[src/rtl/hcb_pkg.sv]
package hcb_pkg;

  localparam int MAX_DIM_DEF    = 8;
  localparam int HOLD_DEPTH_DEF = 32;

  localparam int BS_W   = 4;   // block size register and letter count
  localparam int ROW_W  = 4;   // key row index, covers the full MAX_DIM range
  localparam int LTR_W  = 5;   // letter number 0..25
  localparam int PROD_W = 10;  // key entry times letter, plus a residue

  localparam logic [BS_W-1:0] BLOCK_SIZE_RST = 4'd2;

  localparam logic [7:0] CHAR_UA  = 8'h41;
  localparam logic [7:0] CHAR_UZ  = 8'h5a;
  localparam logic [7:0] CHAR_LA  = 8'h61;
  localparam logic [7:0] CHAR_LZ  = 8'h7a;
  localparam logic [7:0] CASE_GAP = 8'd32;

  localparam logic [4:0] MOD_26 = 5'd26;

  // floor(x / 26) == (x * 2521) >> 16 for every x below 1024
  localparam int RECIP_26 = 2521;
  localparam int RECIP_SH = 16;

  localparam int SLOT_BIT = 8;   // hold entry marks a letter slot

  typedef enum logic [2:0] {
    ST_IDLE,
    ST_RD,
    ST_CHK,
    ST_MAC,
    ST_EMIT
  } state_t;

  typedef struct packed {
    logic             start;
    logic [ROW_W-1:0] row;
  } mac_req_t;

  typedef struct packed {
    logic             done;
    logic [LTR_W-1:0] value;
  } mac_rsp_t;

  function automatic int addr_w(input int depth);
    return (depth > 1) ? $clog2(depth) : 1;
  endfunction

  function automatic logic [4:0] mod26(input logic [PROD_W-1:0] x);
    logic [21:0]       p;
    logic [5:0]        q;
    logic [PROD_W-1:0] r;
    p = 22'(x) * 22'(RECIP_26);
    q = p[21:RECIP_SH];
    r = x - PROD_W'(q) * PROD_W'(MOD_26);
    return r[4:0];
  endfunction

  function automatic logic [4:0] key_mod(input logic [4:0] v);
    return (v >= MOD_26) ? v - MOD_26 : v;
  endfunction

  function automatic logic is_letter(input logic [7:0] ch);
    return (ch >= CHAR_UA && ch <= CHAR_UZ) || (ch >= CHAR_LA && ch <= CHAR_LZ);
  endfunction

  function automatic logic [LTR_W-1:0] letter_num(input logic [7:0] ch);
    logic [7:0] up;
    up = (ch >= CHAR_LA) ? ch - CASE_GAP : ch;
    return LTR_W'(up - CHAR_UA);
  endfunction

endpackage

[src/rtl/hcb_if.sv]
interface hcb_in_if;
  logic       valid;
  logic       ready;
  logic       mode;
  logic [7:0] char_in;
  logic [2:0] key_row;
  logic [2:0] key_col;
  logic [4:0] key_value;

  modport source (output valid, mode, char_in, key_row, key_col, key_value, input ready);
  modport sink   (input valid, mode, char_in, key_row, key_col, key_value, output ready);
endinterface

interface hcb_out_if;
  logic       valid;
  logic       ready;
  logic [7:0] char_out;
  logic       last;
  logic       status;

  modport source (output valid, char_out, last, status, input ready);
  modport sink   (input valid, char_out, last, status, output ready);
endinterface

interface hcb_cfg_if;
  logic       valid;
  logic       ready;
  logic [3:0] data;

  modport source (output valid, data, input ready);
  modport sink   (input valid, data, output ready);
endinterface

[src/rtl/hill_cipher_block_encrypt.sv]
// Key write: no result. Non-letter with no open block: result valid in the cycle after
// the request. Completing letter: each held byte is replayed as it was and each held
// letter slot as one row result, then the closing letter's row follows (the row
// multiply-accumulate reads one key entry per cycle). One request at a time; a stalled
// output holds the replay. Reset clears the letter and hold counts and sets block_size
// to 2; key store and hold buffer contents stay undefined until written.
module hill_cipher_block_encrypt #(
  parameter int MAX_DIM    = hcb_pkg::MAX_DIM_DEF,
  parameter int HOLD_DEPTH = hcb_pkg::HOLD_DEPTH_DEF
) (
  input  logic         clk,
  input  logic         rst_n,
  hcb_in_if.sink       in_ch,
  hcb_out_if.source    out_ch,
  hcb_cfg_if.sink      cfg_ch
);

  localparam int KEY_DEPTH = MAX_DIM * MAX_DIM;
  localparam int KA_W      = hcb_pkg::addr_w(KEY_DEPTH);
  localparam int HA_W      = hcb_pkg::addr_w(HOLD_DEPTH);
  localparam int HC_W      = $clog2(HOLD_DEPTH + 1);
  localparam int SUM_W     = HC_W + 1;
  localparam int LI_W      = hcb_pkg::addr_w(MAX_DIM);
  localparam int BS_W      = hcb_pkg::BS_W;
  localparam int ROW_W     = hcb_pkg::ROW_W;

  hcb_pkg::state_t state_r, state_nxt;

  logic [BS_W-1:0]  bs_r, bs_nxt;
  logic [BS_W-1:0]  lc_r, lc_nxt;
  logic [HC_W-1:0]  hc_r, hc_nxt;
  logic [HC_W-1:0]  rp_n_r, rp_n_nxt;
  logic [HC_W-1:0]  idx_r, idx_nxt;
  logic [ROW_W-1:0] row_r, row_nxt;
  logic             fin_r, fin_nxt;
  logic [7:0]       em_char_r, em_char_nxt;
  logic             em_last_r, em_last_nxt;

  logic             out_valid_r, out_valid_nxt;
  logic [7:0]       out_char_r;
  logic             out_last_r;
  logic             out_status_r;
  logic             out_load;
  logic [7:0]       out_char_nxt;
  logic             out_last_nxt;
  logic             out_status_nxt;
  logic             out_free;

  logic [MAX_DIM-1:0][hcb_pkg::LTR_W-1:0] letters_r;
  logic             letter_wr;

  logic [BS_W-1:0]  n_eff;
  logic [BS_W-1:0]  n_m1;
  logic [BS_W-1:0]  lc_p1;
  logic [BS_W-1:0]  pending;
  logic [SUM_W-1:0] need;
  logic             in_fire;
  logic             cfg_fire;
  logic             ch_letter;
  logic             blk_done;

  logic             key_we;
  logic [KA_W-1:0]  key_waddr;
  logic [4:0]       key_wdata;
  logic             key_re;
  logic [KA_W-1:0]  key_raddr;
  logic [4:0]       key_rdata;

  logic             hold_we;
  logic [8:0]       hold_wdata;
  logic             hold_re;
  logic [8:0]       hold_rdata;

  hcb_pkg::mac_req_t mac_req;
  hcb_pkg::mac_rsp_t mac_rsp;

  assign n_eff = (bs_r == '0) ? BS_W'(1) :
                 (bs_r > BS_W'(MAX_DIM)) ? BS_W'(MAX_DIM) : bs_r;
  assign n_m1    = n_eff - BS_W'(1);
  assign lc_p1   = lc_r + BS_W'(1);
  assign pending = (n_m1 > lc_r) ? n_m1 - lc_r : '0;
  assign need    = SUM_W'(hc_r) + SUM_W'(1) + SUM_W'(pending);

  assign out_free     = !out_valid_r || out_ch.ready;
  assign in_ch.ready  = (state_r == hcb_pkg::ST_IDLE) && out_free;
  assign cfg_ch.ready = 1'b1;
  assign in_fire      = in_ch.valid && in_ch.ready;
  assign cfg_fire     = cfg_ch.valid && cfg_ch.ready;
  assign ch_letter    = hcb_pkg::is_letter(in_ch.char_in);
  assign letter_wr    = in_fire && !in_ch.mode && ch_letter;
  assign blk_done     = letter_wr && !(lc_p1 < n_eff);

  assign key_waddr  = KA_W'(int'(in_ch.key_row) * MAX_DIM + int'(in_ch.key_col));
  assign key_wdata  = hcb_pkg::key_mod(in_ch.key_value);

  always_comb begin
    state_nxt      = state_r;
    bs_nxt         = bs_r;
    lc_nxt         = lc_r;
    hc_nxt         = hc_r;
    rp_n_nxt       = rp_n_r;
    idx_nxt        = idx_r;
    row_nxt        = row_r;
    fin_nxt        = fin_r;
    em_char_nxt    = em_char_r;
    em_last_nxt    = em_last_r;
    out_load       = 1'b0;
    out_char_nxt   = in_ch.char_in;
    out_last_nxt   = 1'b1;
    out_status_nxt = 1'b0;
    key_we         = 1'b0;
    hold_we        = 1'b0;
    hold_wdata     = {1'b0, in_ch.char_in};
    hold_re        = 1'b0;
    mac_req.start  = 1'b0;
    mac_req.row    = ROW_W'(n_m1);

    unique case (state_r)
      hcb_pkg::ST_IDLE: begin
        if (in_fire) begin
          if (in_ch.mode) begin
            key_we = (int'(in_ch.key_row) < MAX_DIM) && (int'(in_ch.key_col) < MAX_DIM);
          end else if (ch_letter) begin
            if (lc_p1 < n_eff) begin
              lc_nxt = lc_p1;
              if (hc_r < HC_W'(HOLD_DEPTH)) begin
                hold_we    = 1'b1;
                hold_wdata = 9'(1) << hcb_pkg::SLOT_BIT;
                hc_nxt     = hc_r + HC_W'(1);
              end
            end else begin
              lc_nxt   = '0;
              hc_nxt   = '0;
              rp_n_nxt = hc_r;
              idx_nxt  = '0;
              row_nxt  = '0;
              if (hc_r != '0) begin
                state_nxt = hcb_pkg::ST_RD;
              end else begin
                mac_req.start = 1'b1;
                fin_nxt       = 1'b1;
                state_nxt     = hcb_pkg::ST_MAC;
              end
            end
          end else if (lc_r == '0) begin
            out_load = 1'b1;
          end else if (need <= SUM_W'(HOLD_DEPTH - 1)) begin
            hold_we = 1'b1;
            hc_nxt  = hc_r + HC_W'(1);
          end else begin
            out_load       = 1'b1;
            out_status_nxt = 1'b1;
          end
        end
      end
      hcb_pkg::ST_RD: begin
        hold_re   = 1'b1;
        state_nxt = hcb_pkg::ST_CHK;
      end
      hcb_pkg::ST_CHK: begin
        if (hold_rdata[hcb_pkg::SLOT_BIT]) begin
          mac_req.start = 1'b1;
          mac_req.row   = row_r;
          row_nxt       = row_r + ROW_W'(1);
          fin_nxt       = 1'b0;
          state_nxt     = hcb_pkg::ST_MAC;
        end else begin
          em_char_nxt = hold_rdata[7:0];
          em_last_nxt = 1'b0;
          state_nxt   = hcb_pkg::ST_EMIT;
        end
      end
      hcb_pkg::ST_MAC: begin
        if (mac_rsp.done) begin
          em_char_nxt = hcb_pkg::CHAR_UA + 8'(mac_rsp.value);
          em_last_nxt = fin_r;
          state_nxt   = hcb_pkg::ST_EMIT;
        end
      end
      hcb_pkg::ST_EMIT: begin
        if (out_free) begin
          out_load     = 1'b1;
          out_char_nxt = em_char_r;
          out_last_nxt = em_last_r;
          if (em_last_r) begin
            state_nxt = hcb_pkg::ST_IDLE;
          end else begin
            idx_nxt = idx_r + HC_W'(1);
            if (idx_r + HC_W'(1) < rp_n_r) begin
              state_nxt = hcb_pkg::ST_RD;
            end else begin
              mac_req.start = 1'b1;
              fin_nxt       = 1'b1;
              state_nxt     = hcb_pkg::ST_MAC;
            end
          end
        end
      end
      default: begin
        state_nxt = hcb_pkg::ST_IDLE;
      end
    endcase

    // a block size write abandons the open block
    if (cfg_fire) begin
      bs_nxt = cfg_ch.data;
      lc_nxt = '0;
      hc_nxt = '0;
    end
  end

  assign out_valid_nxt = out_load || (out_valid_r && !out_ch.ready);

  always_ff @(posedge clk) begin
    if (!rst_n) begin
      state_r     <= hcb_pkg::ST_IDLE;
      bs_r        <= hcb_pkg::BLOCK_SIZE_RST;
      lc_r        <= '0;
      hc_r        <= '0;
      out_valid_r <= 1'b0;
    end else begin
      state_r     <= state_nxt;
      bs_r        <= bs_nxt;
      lc_r        <= lc_nxt;
      hc_r        <= hc_nxt;
      out_valid_r <= out_valid_nxt;
    end
  end

  always_ff @(posedge clk) begin
    rp_n_r    <= rp_n_nxt;
    idx_r     <= idx_nxt;
    row_r     <= row_nxt;
    fin_r     <= fin_nxt;
    em_char_r <= em_char_nxt;
    em_last_r <= em_last_nxt;
    if (letter_wr) begin
      letters_r[lc_r[LI_W-1:0]] <= hcb_pkg::letter_num(in_ch.char_in);
    end
    if (out_load) begin
      out_char_r   <= out_char_nxt;
      out_last_r   <= out_last_nxt;
      out_status_r <= out_status_nxt;
    end
  end

  assign out_ch.valid    = out_valid_r;
  assign out_ch.char_out = out_char_r;
  assign out_ch.last     = out_last_r;
  assign out_ch.status   = out_status_r;

  hcb_ram #(
    .WIDTH (5),
    .DEPTH (KEY_DEPTH)
  ) u_key_ram (
    .clk   (clk),
    .we    (key_we),
    .waddr (key_waddr),
    .wdata (key_wdata),
    .re    (key_re),
    .raddr (key_raddr),
    .rdata (key_rdata)
  );

  hcb_ram #(
    .WIDTH (9),
    .DEPTH (HOLD_DEPTH)
  ) u_hold_ram (
    .clk   (clk),
    .we    (hold_we),
    .waddr (hc_r[HA_W-1:0]),
    .wdata (hold_wdata),
    .re    (hold_re),
    .raddr (idx_r[HA_W-1:0]),
    .rdata (hold_rdata)
  );

  hcb_row_mac #(
    .MAX_DIM (MAX_DIM)
  ) u_row_mac (
    .clk       (clk),
    .rst_n     (rst_n),
    .req       (mac_req),
    .n         (n_eff),
    .letters   (letters_r),
    .key_re    (key_re),
    .key_raddr (key_raddr),
    .key_rdata (key_rdata),
    .rsp       (mac_rsp)
  );

  a_done_in_mac: assert property (@(posedge clk) disable iff (!rst_n)
    mac_rsp.done |-> state_r == hcb_pkg::ST_MAC)
    else $error("row result outside of accumulate wait");

  a_lc_bound: assert property (@(posedge clk) disable iff (!rst_n)
    lc_r < n_eff)
    else $error("letter count reached block size");

  a_no_hold_closed: assert property (@(posedge clk) disable iff (!rst_n)
    lc_r == '0 |-> hc_r == '0)
    else $error("held entries with no open block");

  a_blk_leaves_idle: assert property (@(posedge clk) disable iff (!rst_n)
    blk_done && !cfg_fire |=> state_r != hcb_pkg::ST_IDLE)
    else $error("completed block did not start replay");

endmodule

[src/rtl/hcb_ram.sv]
module hcb_ram #(
  parameter int WIDTH = 8,
  parameter int DEPTH = 32
) (
  input  logic                               clk,
  input  logic                               we,
  input  logic [hcb_pkg::addr_w(DEPTH)-1:0]  waddr,
  input  logic [WIDTH-1:0]                   wdata,
  input  logic                               re,
  input  logic [hcb_pkg::addr_w(DEPTH)-1:0]  raddr,
  output logic [WIDTH-1:0]                   rdata
);

  logic [WIDTH-1:0] mem [DEPTH];

  always_ff @(posedge clk) begin
    if (we) begin
      mem[waddr] <= wdata;
    end
    if (re) begin
      rdata <= mem[raddr];
    end
  end

endmodule

[src/rtl/hcb_row_mac.sv]
module hcb_row_mac #(
  parameter int MAX_DIM = hcb_pkg::MAX_DIM_DEF
) (
  input  logic                                       clk,
  input  logic                                       rst_n,
  input  hcb_pkg::mac_req_t                          req,
  input  logic [hcb_pkg::BS_W-1:0]                   n,
  input  logic [MAX_DIM-1:0][hcb_pkg::LTR_W-1:0]     letters,
  output logic                                       key_re,
  output logic [hcb_pkg::addr_w(MAX_DIM*MAX_DIM)-1:0] key_raddr,
  input  logic [hcb_pkg::LTR_W-1:0]                  key_rdata,
  output hcb_pkg::mac_rsp_t                          rsp
);

  localparam int KEY_DEPTH = MAX_DIM * MAX_DIM;
  localparam int KA_W      = hcb_pkg::addr_w(KEY_DEPTH);
  localparam int LI_W      = hcb_pkg::addr_w(MAX_DIM);

  logic                       issue_r;
  logic                       v1_r;
  logic                       v2_r;
  logic                       done_r;
  logic [hcb_pkg::BS_W-1:0]   c_r;
  logic [hcb_pkg::ROW_W-1:0]  row_r;
  logic                       l1_r;
  logic                       l2_r;
  logic [LI_W-1:0]            lidx_r;
  logic [hcb_pkg::PROD_W-1:0] prod_r;
  logic [hcb_pkg::LTR_W-1:0]  acc_r;
  logic                       c_last;

  assign c_last    = (c_r == n - hcb_pkg::BS_W'(1));
  assign key_re    = issue_r;
  assign key_raddr = KA_W'(int'(row_r) * MAX_DIM + int'(c_r));

  // issue -> key data -> product -> accumulate
  always_ff @(posedge clk) begin
    if (!rst_n) begin
      issue_r <= 1'b0;
      v1_r    <= 1'b0;
      v2_r    <= 1'b0;
      done_r  <= 1'b0;
    end else begin
      if (req.start) begin
        issue_r <= 1'b1;
      end else if (issue_r && c_last) begin
        issue_r <= 1'b0;
      end
      v1_r   <= issue_r;
      v2_r   <= v1_r;
      done_r <= v2_r && l2_r;
    end
  end

  always_ff @(posedge clk) begin
    if (req.start) begin
      c_r   <= '0;
      row_r <= req.row;
      acc_r <= '0;
    end else begin
      if (issue_r) begin
        c_r <= c_r + hcb_pkg::BS_W'(1);
      end
      if (v2_r) begin
        acc_r <= hcb_pkg::mod26(hcb_pkg::PROD_W'(acc_r) + prod_r);
      end
    end
    l1_r   <= c_last;
    lidx_r <= c_r[LI_W-1:0];
    if (v1_r) begin
      prod_r <= hcb_pkg::PROD_W'(key_rdata) * hcb_pkg::PROD_W'(letters[lidx_r]);
      l2_r   <= l1_r;
    end
  end

  assign rsp.done  = done_r;
  assign rsp.value = acc_r;

endmodule

[src/flat_wrapper.sv]
// flat-port wrapper written by rule: the top's interface ports become plain ports
module hill_cipher_block_encrypt_flat 
#(
  parameter int MAX_DIM    = hcb_pkg::MAX_DIM_DEF,
  parameter int HOLD_DEPTH = hcb_pkg::HOLD_DEPTH_DEF
)
  (clk, rst_n, in_ch_valid, in_ch_mode, in_ch_char_in, in_ch_key_row, in_ch_key_col, in_ch_key_value, in_ch_ready, out_ch_valid, out_ch_char_out, out_ch_last, out_ch_status, out_ch_ready, cfg_ch_valid, cfg_ch_data, cfg_ch_ready);
  hcb_in_if in_ch_i ();
  hcb_out_if out_ch_i ();
  hcb_cfg_if cfg_ch_i ();
  input  logic clk;
  input  logic rst_n;
  input wire logic [$bits(in_ch_i.valid)-1:0] in_ch_valid;
  input wire logic [$bits(in_ch_i.mode)-1:0] in_ch_mode;
  input wire logic [$bits(in_ch_i.char_in)-1:0] in_ch_char_in;
  input wire logic [$bits(in_ch_i.key_row)-1:0] in_ch_key_row;
  input wire logic [$bits(in_ch_i.key_col)-1:0] in_ch_key_col;
  input wire logic [$bits(in_ch_i.key_value)-1:0] in_ch_key_value;
  output wire logic [$bits(in_ch_i.ready)-1:0] in_ch_ready;
  output wire logic [$bits(out_ch_i.valid)-1:0] out_ch_valid;
  output wire logic [$bits(out_ch_i.char_out)-1:0] out_ch_char_out;
  output wire logic [$bits(out_ch_i.last)-1:0] out_ch_last;
  output wire logic [$bits(out_ch_i.status)-1:0] out_ch_status;
  input wire logic [$bits(out_ch_i.ready)-1:0] out_ch_ready;
  input wire logic [$bits(cfg_ch_i.valid)-1:0] cfg_ch_valid;
  input wire logic [$bits(cfg_ch_i.data)-1:0] cfg_ch_data;
  output wire logic [$bits(cfg_ch_i.ready)-1:0] cfg_ch_ready;
  assign in_ch_i.valid = in_ch_valid;
  assign in_ch_i.mode = in_ch_mode;
  assign in_ch_i.char_in = in_ch_char_in;
  assign in_ch_i.key_row = in_ch_key_row;
  assign in_ch_i.key_col = in_ch_key_col;
  assign in_ch_i.key_value = in_ch_key_value;
  assign in_ch_ready = in_ch_i.ready;
  assign out_ch_valid = out_ch_i.valid;
  assign out_ch_char_out = out_ch_i.char_out;
  assign out_ch_last = out_ch_i.last;
  assign out_ch_status = out_ch_i.status;
  assign out_ch_i.ready = out_ch_ready;
  assign cfg_ch_i.valid = cfg_ch_valid;
  assign cfg_ch_i.data = cfg_ch_data;
  assign cfg_ch_ready = cfg_ch_i.ready;
  hill_cipher_block_encrypt #(.MAX_DIM(MAX_DIM), .HOLD_DEPTH(HOLD_DEPTH)) u_core (.clk(clk), .rst_n(rst_n), .in_ch(in_ch_i), .out_ch(out_ch_i), .cfg_ch(cfg_ch_i));
endmodule
[config.mk]
export PLATFORM = sky130hd
export DESIGN_NAME = hill_cipher_block_encrypt_flat
export DESIGN_NICKNAME = d
export VERILOG_FILES = /design/src/rtl/hcb_pkg.sv /design/src/rtl/hcb_if.sv /design/src/rtl/hill_cipher_block_encrypt.sv /design/src/rtl/hcb_ram.sv /design/src/rtl/hcb_row_mac.sv /design/src/flat_wrapper.sv
export SDC_FILE = /design/constraint.sdc
export NUM_CORES = 1
export LEC_CHECK = 0
export ABC_CLOCK_PERIOD_IN_PS = 13200
export BUFFER_PORTS_ARGS = -buffer_cell sky130_fd_sc_hd__clkbuf_2
export CAP_MARGIN = 30
export CORE_ASPECT_RATIO = 1.2
export CORE_MARGIN = 5
export CORE_UTILIZATION = 50
export CTS_CLUSTER_SIZE = 25
export DETAILED_ROUTE_END_ITERATION = 10
export PLACE_DENSITY = 0.65
export SLEW_MARGIN = 20
export SYNTH_ARGS = -nofsm -noshare
export SYNTH_HDL_FRONTEND = slang
export SYNTH_SLANG_ARGS = --single-unit
[constraint.sdc]
create_clock -name clk -period 13.2 [get_ports clk]
set_clock_uncertainty 0.1 [all_clocks]
set_input_delay 1.98 -clock clk [delete_from_list [all_inputs] [get_ports clk]]
set_output_delay 1.98 -clock clk [all_outputs]
set_load 0.03 [all_outputs]
==> impl_metrics.py <==
metrics = {
    "clocking": {
        "cts_buffers": 74,
        "cts_tree": "yes",
        "clockRootBuffer": "clkbuf_16",
        "clkLatencyLatePin_ns": 0.62,
        "cts_setup_buffers": 0,
        "cts.clk_slew.worst_paths_ns": 0.06,
        "cts_max_level": 3,
        "clk_path_buf_depth": 3,
        "ctsHoldBuffers": 0,
        "cts.sinks": 746,
        "cts_resized": 0,
    },
    "layout": {
        "nFillCells": 5033,
        "multi_input_area_mm2": 0.0102,
        "syn_to_final_growth_pct": 11.3,
        "drive_gt1_share_pct": 22.4,
        "seqCellArea_mm2": 0.0221,
        "final_cell_mix": "edfxtp_1 (711), mux4_2 (205), nor2_1 (146)",
        "antennaDiodeCount": 0,
        "layout_commonest_cell": "edfxtp_1",
        "design_area_mm2": 0.0366,
        "finalNetCount": 2108,
        "instances_no_fill": 2809,
    },
    "synth": {
        "synthesis.nets": 2022,
        "syn_area_per_cell_um2": 18.0,
        "synth_flop_cell": "edfxtp_1",
        "synth_edf_count": 711,
        "syn_area_mm2": 0.0329,
        "yosys_warnings": 0,
        "synthArstFlopShare_pct": 0,
        "yosys.area.top_type": "edfxtp_1",
        "postSynthCellCount": 1830,
        "synth.top_cell.area_share_pct": 64.9,
        "yosysSeqAreaShare_pct": 67.0,
        "synth_seq_cells": 746,
        "synth_cell_types": 64,
        "synth_area_leaders": "edfxtp_1 (65%), mux4_2 (14%), ha_1 (4.5%)",
    },
    "placement": {
        "port_buffers": 40,
        "globalplace.congestion": 0.811,
        "dp_hpwl_mm": 48.5,
        "dpl.cell_count": 2674,
        "place_area_mm2": 0.0342,
    },
    "floorplanning": {
        "core_mm2": 0.0655,
        "die_w_um": 244,
        "initial_utilization_pct": 50.2,
        "die_h_um": 291,
        "pin_count": 42,
        "dieArea_mm2": 0.0710,
        "core.rowCount": 103,
    },
    "setup_path": {
        "cp_max_fo": 6,
        "worstSetupPathType": "reg -> reg",
        "worstPathArrival_ns": 8.63,
        "regToRegStartpoint": "u_core.u_row_mac.acc_r[0]$_SDFFE_PP0P_",
        "crit_start": "u_core.u_row_mac.acc_r[0]$_SDFFE_PP0P_",
        "startpoint_type": "flip-flop",
        "path_buf_inv": 3,
        "critical-path-top-delay-family": "adder cells",
        "slowest_delay_ns": 0.56,
        "cp-end-kind": "flip-flop",
        "required_ns": 13.62,
        "cp_slowest_cell": "fa_1",
    },
    "drt": {
        "drtPass1Iterations": 7,
        "wire_per_inst_um": 25.3,
        "wl_mm": 71.0,
        "post_drt_via_cell_ratio": 5.84,
        "ant_nets": 0,
        "drc": 0,
        "vias": 16400,
        "dr.first_iter.drc_count": 1382,
    },
    "worst_hold_path": {
        "hp-class": "reg -> reg",
        "hp-start": "u_core.u_row_mac.l1_r$_DFF_P_",
    },
    "timing": {
        "slew-limit-headroom_pct": 31.2,
        "timing.fmax_ghz": 0.122,
        "finalMaxSlewViolations": 0,
        "hold_viol": 0,
        "tns_ns": 0,
        "fin_crit_ns": 8.21,
        "grt_setup_unrepaired": "no",
        "worst_pin_slew_ns": 1.03,
        "post-route-period-util_pct": 62.2,
        "whs_ns": 0.330,
        "finalSetupViolCount": 0,
    },
    "power": {
        "seqPwrFrac_pct": 30.7,
        "p_leak_nw": 12.5,
        "swShare_pct": 34.7,
        "power_switching_mw": 3.06,
        "p_int_mw": 5.76,
        "power.density_mw_per_mm2": 241,
        "pwr-share-clk_pct": 22.9,
        "ir_drop_v": 0.000695,
        "total_power_mw": 8.83,
        "combPwrFrac_pct": 46.5,
    },
    "global_routing": {
        "grt_pass1_vias": 17200,
        "grt_max_degree": 65,
        "grt-ovfl-total": 0,
        "antenna_found_initial": 3,
        "track_usage_pct": 20.0,
        "grt_pass1_wl_mm": 107,
    },
    "outcome": {
        "outcome": "complete, no violations",
    },
    "job": {
        "max_cap_viol_count": 0,
    },
}
[power by group through the flow]
stage | clock network [mW] | registers (mW) | logic (mW)
detailed placement | 0 | 2.79 | 4.06
global route | 2.16 | 2.71 | 4.63
floorplan | 0 | 2.71 | 3.20
global placement | 0 | 2.79 | 3.99
finish | 2.02 | 2.71 | 4.10
CTS | 2.05 | 2.74 | 4.12
[cell usage after synthesis (24+ instances only)]
cell and number:
a21oi_1 32, clkbuf_1 48, dfxtp_1 35, edfxtp_1 711, fa_1 45, ha_1 118
inv_1 120, mux4_2 205, nand2_1 51, nor2_1 148, nor2b_1 24, xnor2_1 24
[flip-flops by register name (all words and copies together), names as in the netlist, 3 cells and up]
register,count
u_core.bs_r,4
u_core.em_char_r,8
u_core.hc_r,6
u_core.idx_r,6
u_core.lc_r,4
u_core.letters_r,40
u_core.out_ch.char_out,8
u_core.row_r,3
u_core.rp_n_r,6
u_core.state_r,3
u_core.u_hold_ram.mem,288
u_core.u_hold_ram.rdata,9
u_core.u_key_ram.mem,320
u_core.u_key_ram.rdata,5
u_core.u_row_mac.acc_r,5
u_core.u_row_mac.c_r,4
u_core.u_row_mac.lidx_r,3
u_core.u_row_mac.prod_r,10
u_core.u_row_mac.row_r,3
[kinds of logic after synthesis]
logic type / count (synthesis) / share of synthesized area, %
AOI/OAI and AO/OA: 117 / 2.33
xor gates and xnor gates: 45 / 1.29
adders and majority gates: 163 / 7.23
buffers and inverters: 191 / 2.22
DFF: 746 / 67.0
muxes: 237 / 15.1
other: 2 / 0.0228
and+or+nand+nor: 329 / 4.78
[per-stage QoR]
step / setup WS (ns) / utilization (%)
after floorplan: 5.64 / -
after global placement: 5.19 / 52.1
after detailed placement: 4.97 / 52.3
after CTS: 4.96 / 55.8
after global routing: 4.52 / 55.9
final: 4.99 / 55.9
[worst register-to-register path, delay by kind of cell (launching register included)]
kind / cells / cell delay (ns)
buf+inv: 3 / 0.17
xor+xnor: 6 / 1.63
simple gates: 4 / 0.89
flops: 1 / 0.40
fa+ha+maj: 10 / 3.68
compound gates: 7 / 1.23
[worst paths after layout]
kind | slack (ns) | endpoint | cells after the start
worst min-delay path | 0.33 | u_core.u_row_mac.l2_r$_DFFE_PP_ | 0
worst min register to register | 0.33 | u_core.u_row_mac.l2_r$_DFFE_PP_ | 0
worst max register to register | 4.99 | u_core.u_row_mac.acc_r[4]$_SDFFE_PP0P_ | 30
worst max-delay path | 4.99 | u_core.u_row_mac.acc_r[4]$_SDFFE_PP0P_ | 30
[metal layers]
| metal | GRT usage [%] | part of all wire (%) |
|---|---|---|
| met1 | 26.3 | 40 |
| met2 | 34.8 | 52 |
| met3 | 3.30 | 5.4 |
| met4 | 5.68 | 2.7 |
| met5 | 0 | 0.049 |
[area by class of cell]
class | count | area share, %
well taps | 840 | 2.87
inverters | 120 | 1.23
clock buffers | 85 | 5.23
flip-flops and latches | 746 | 60.3
multi-input cells | 893 | 27.8
repair buffers | 81 | 1.51
clock inverters | 44 | 1.09
Power figures use the tool's default switching activity.
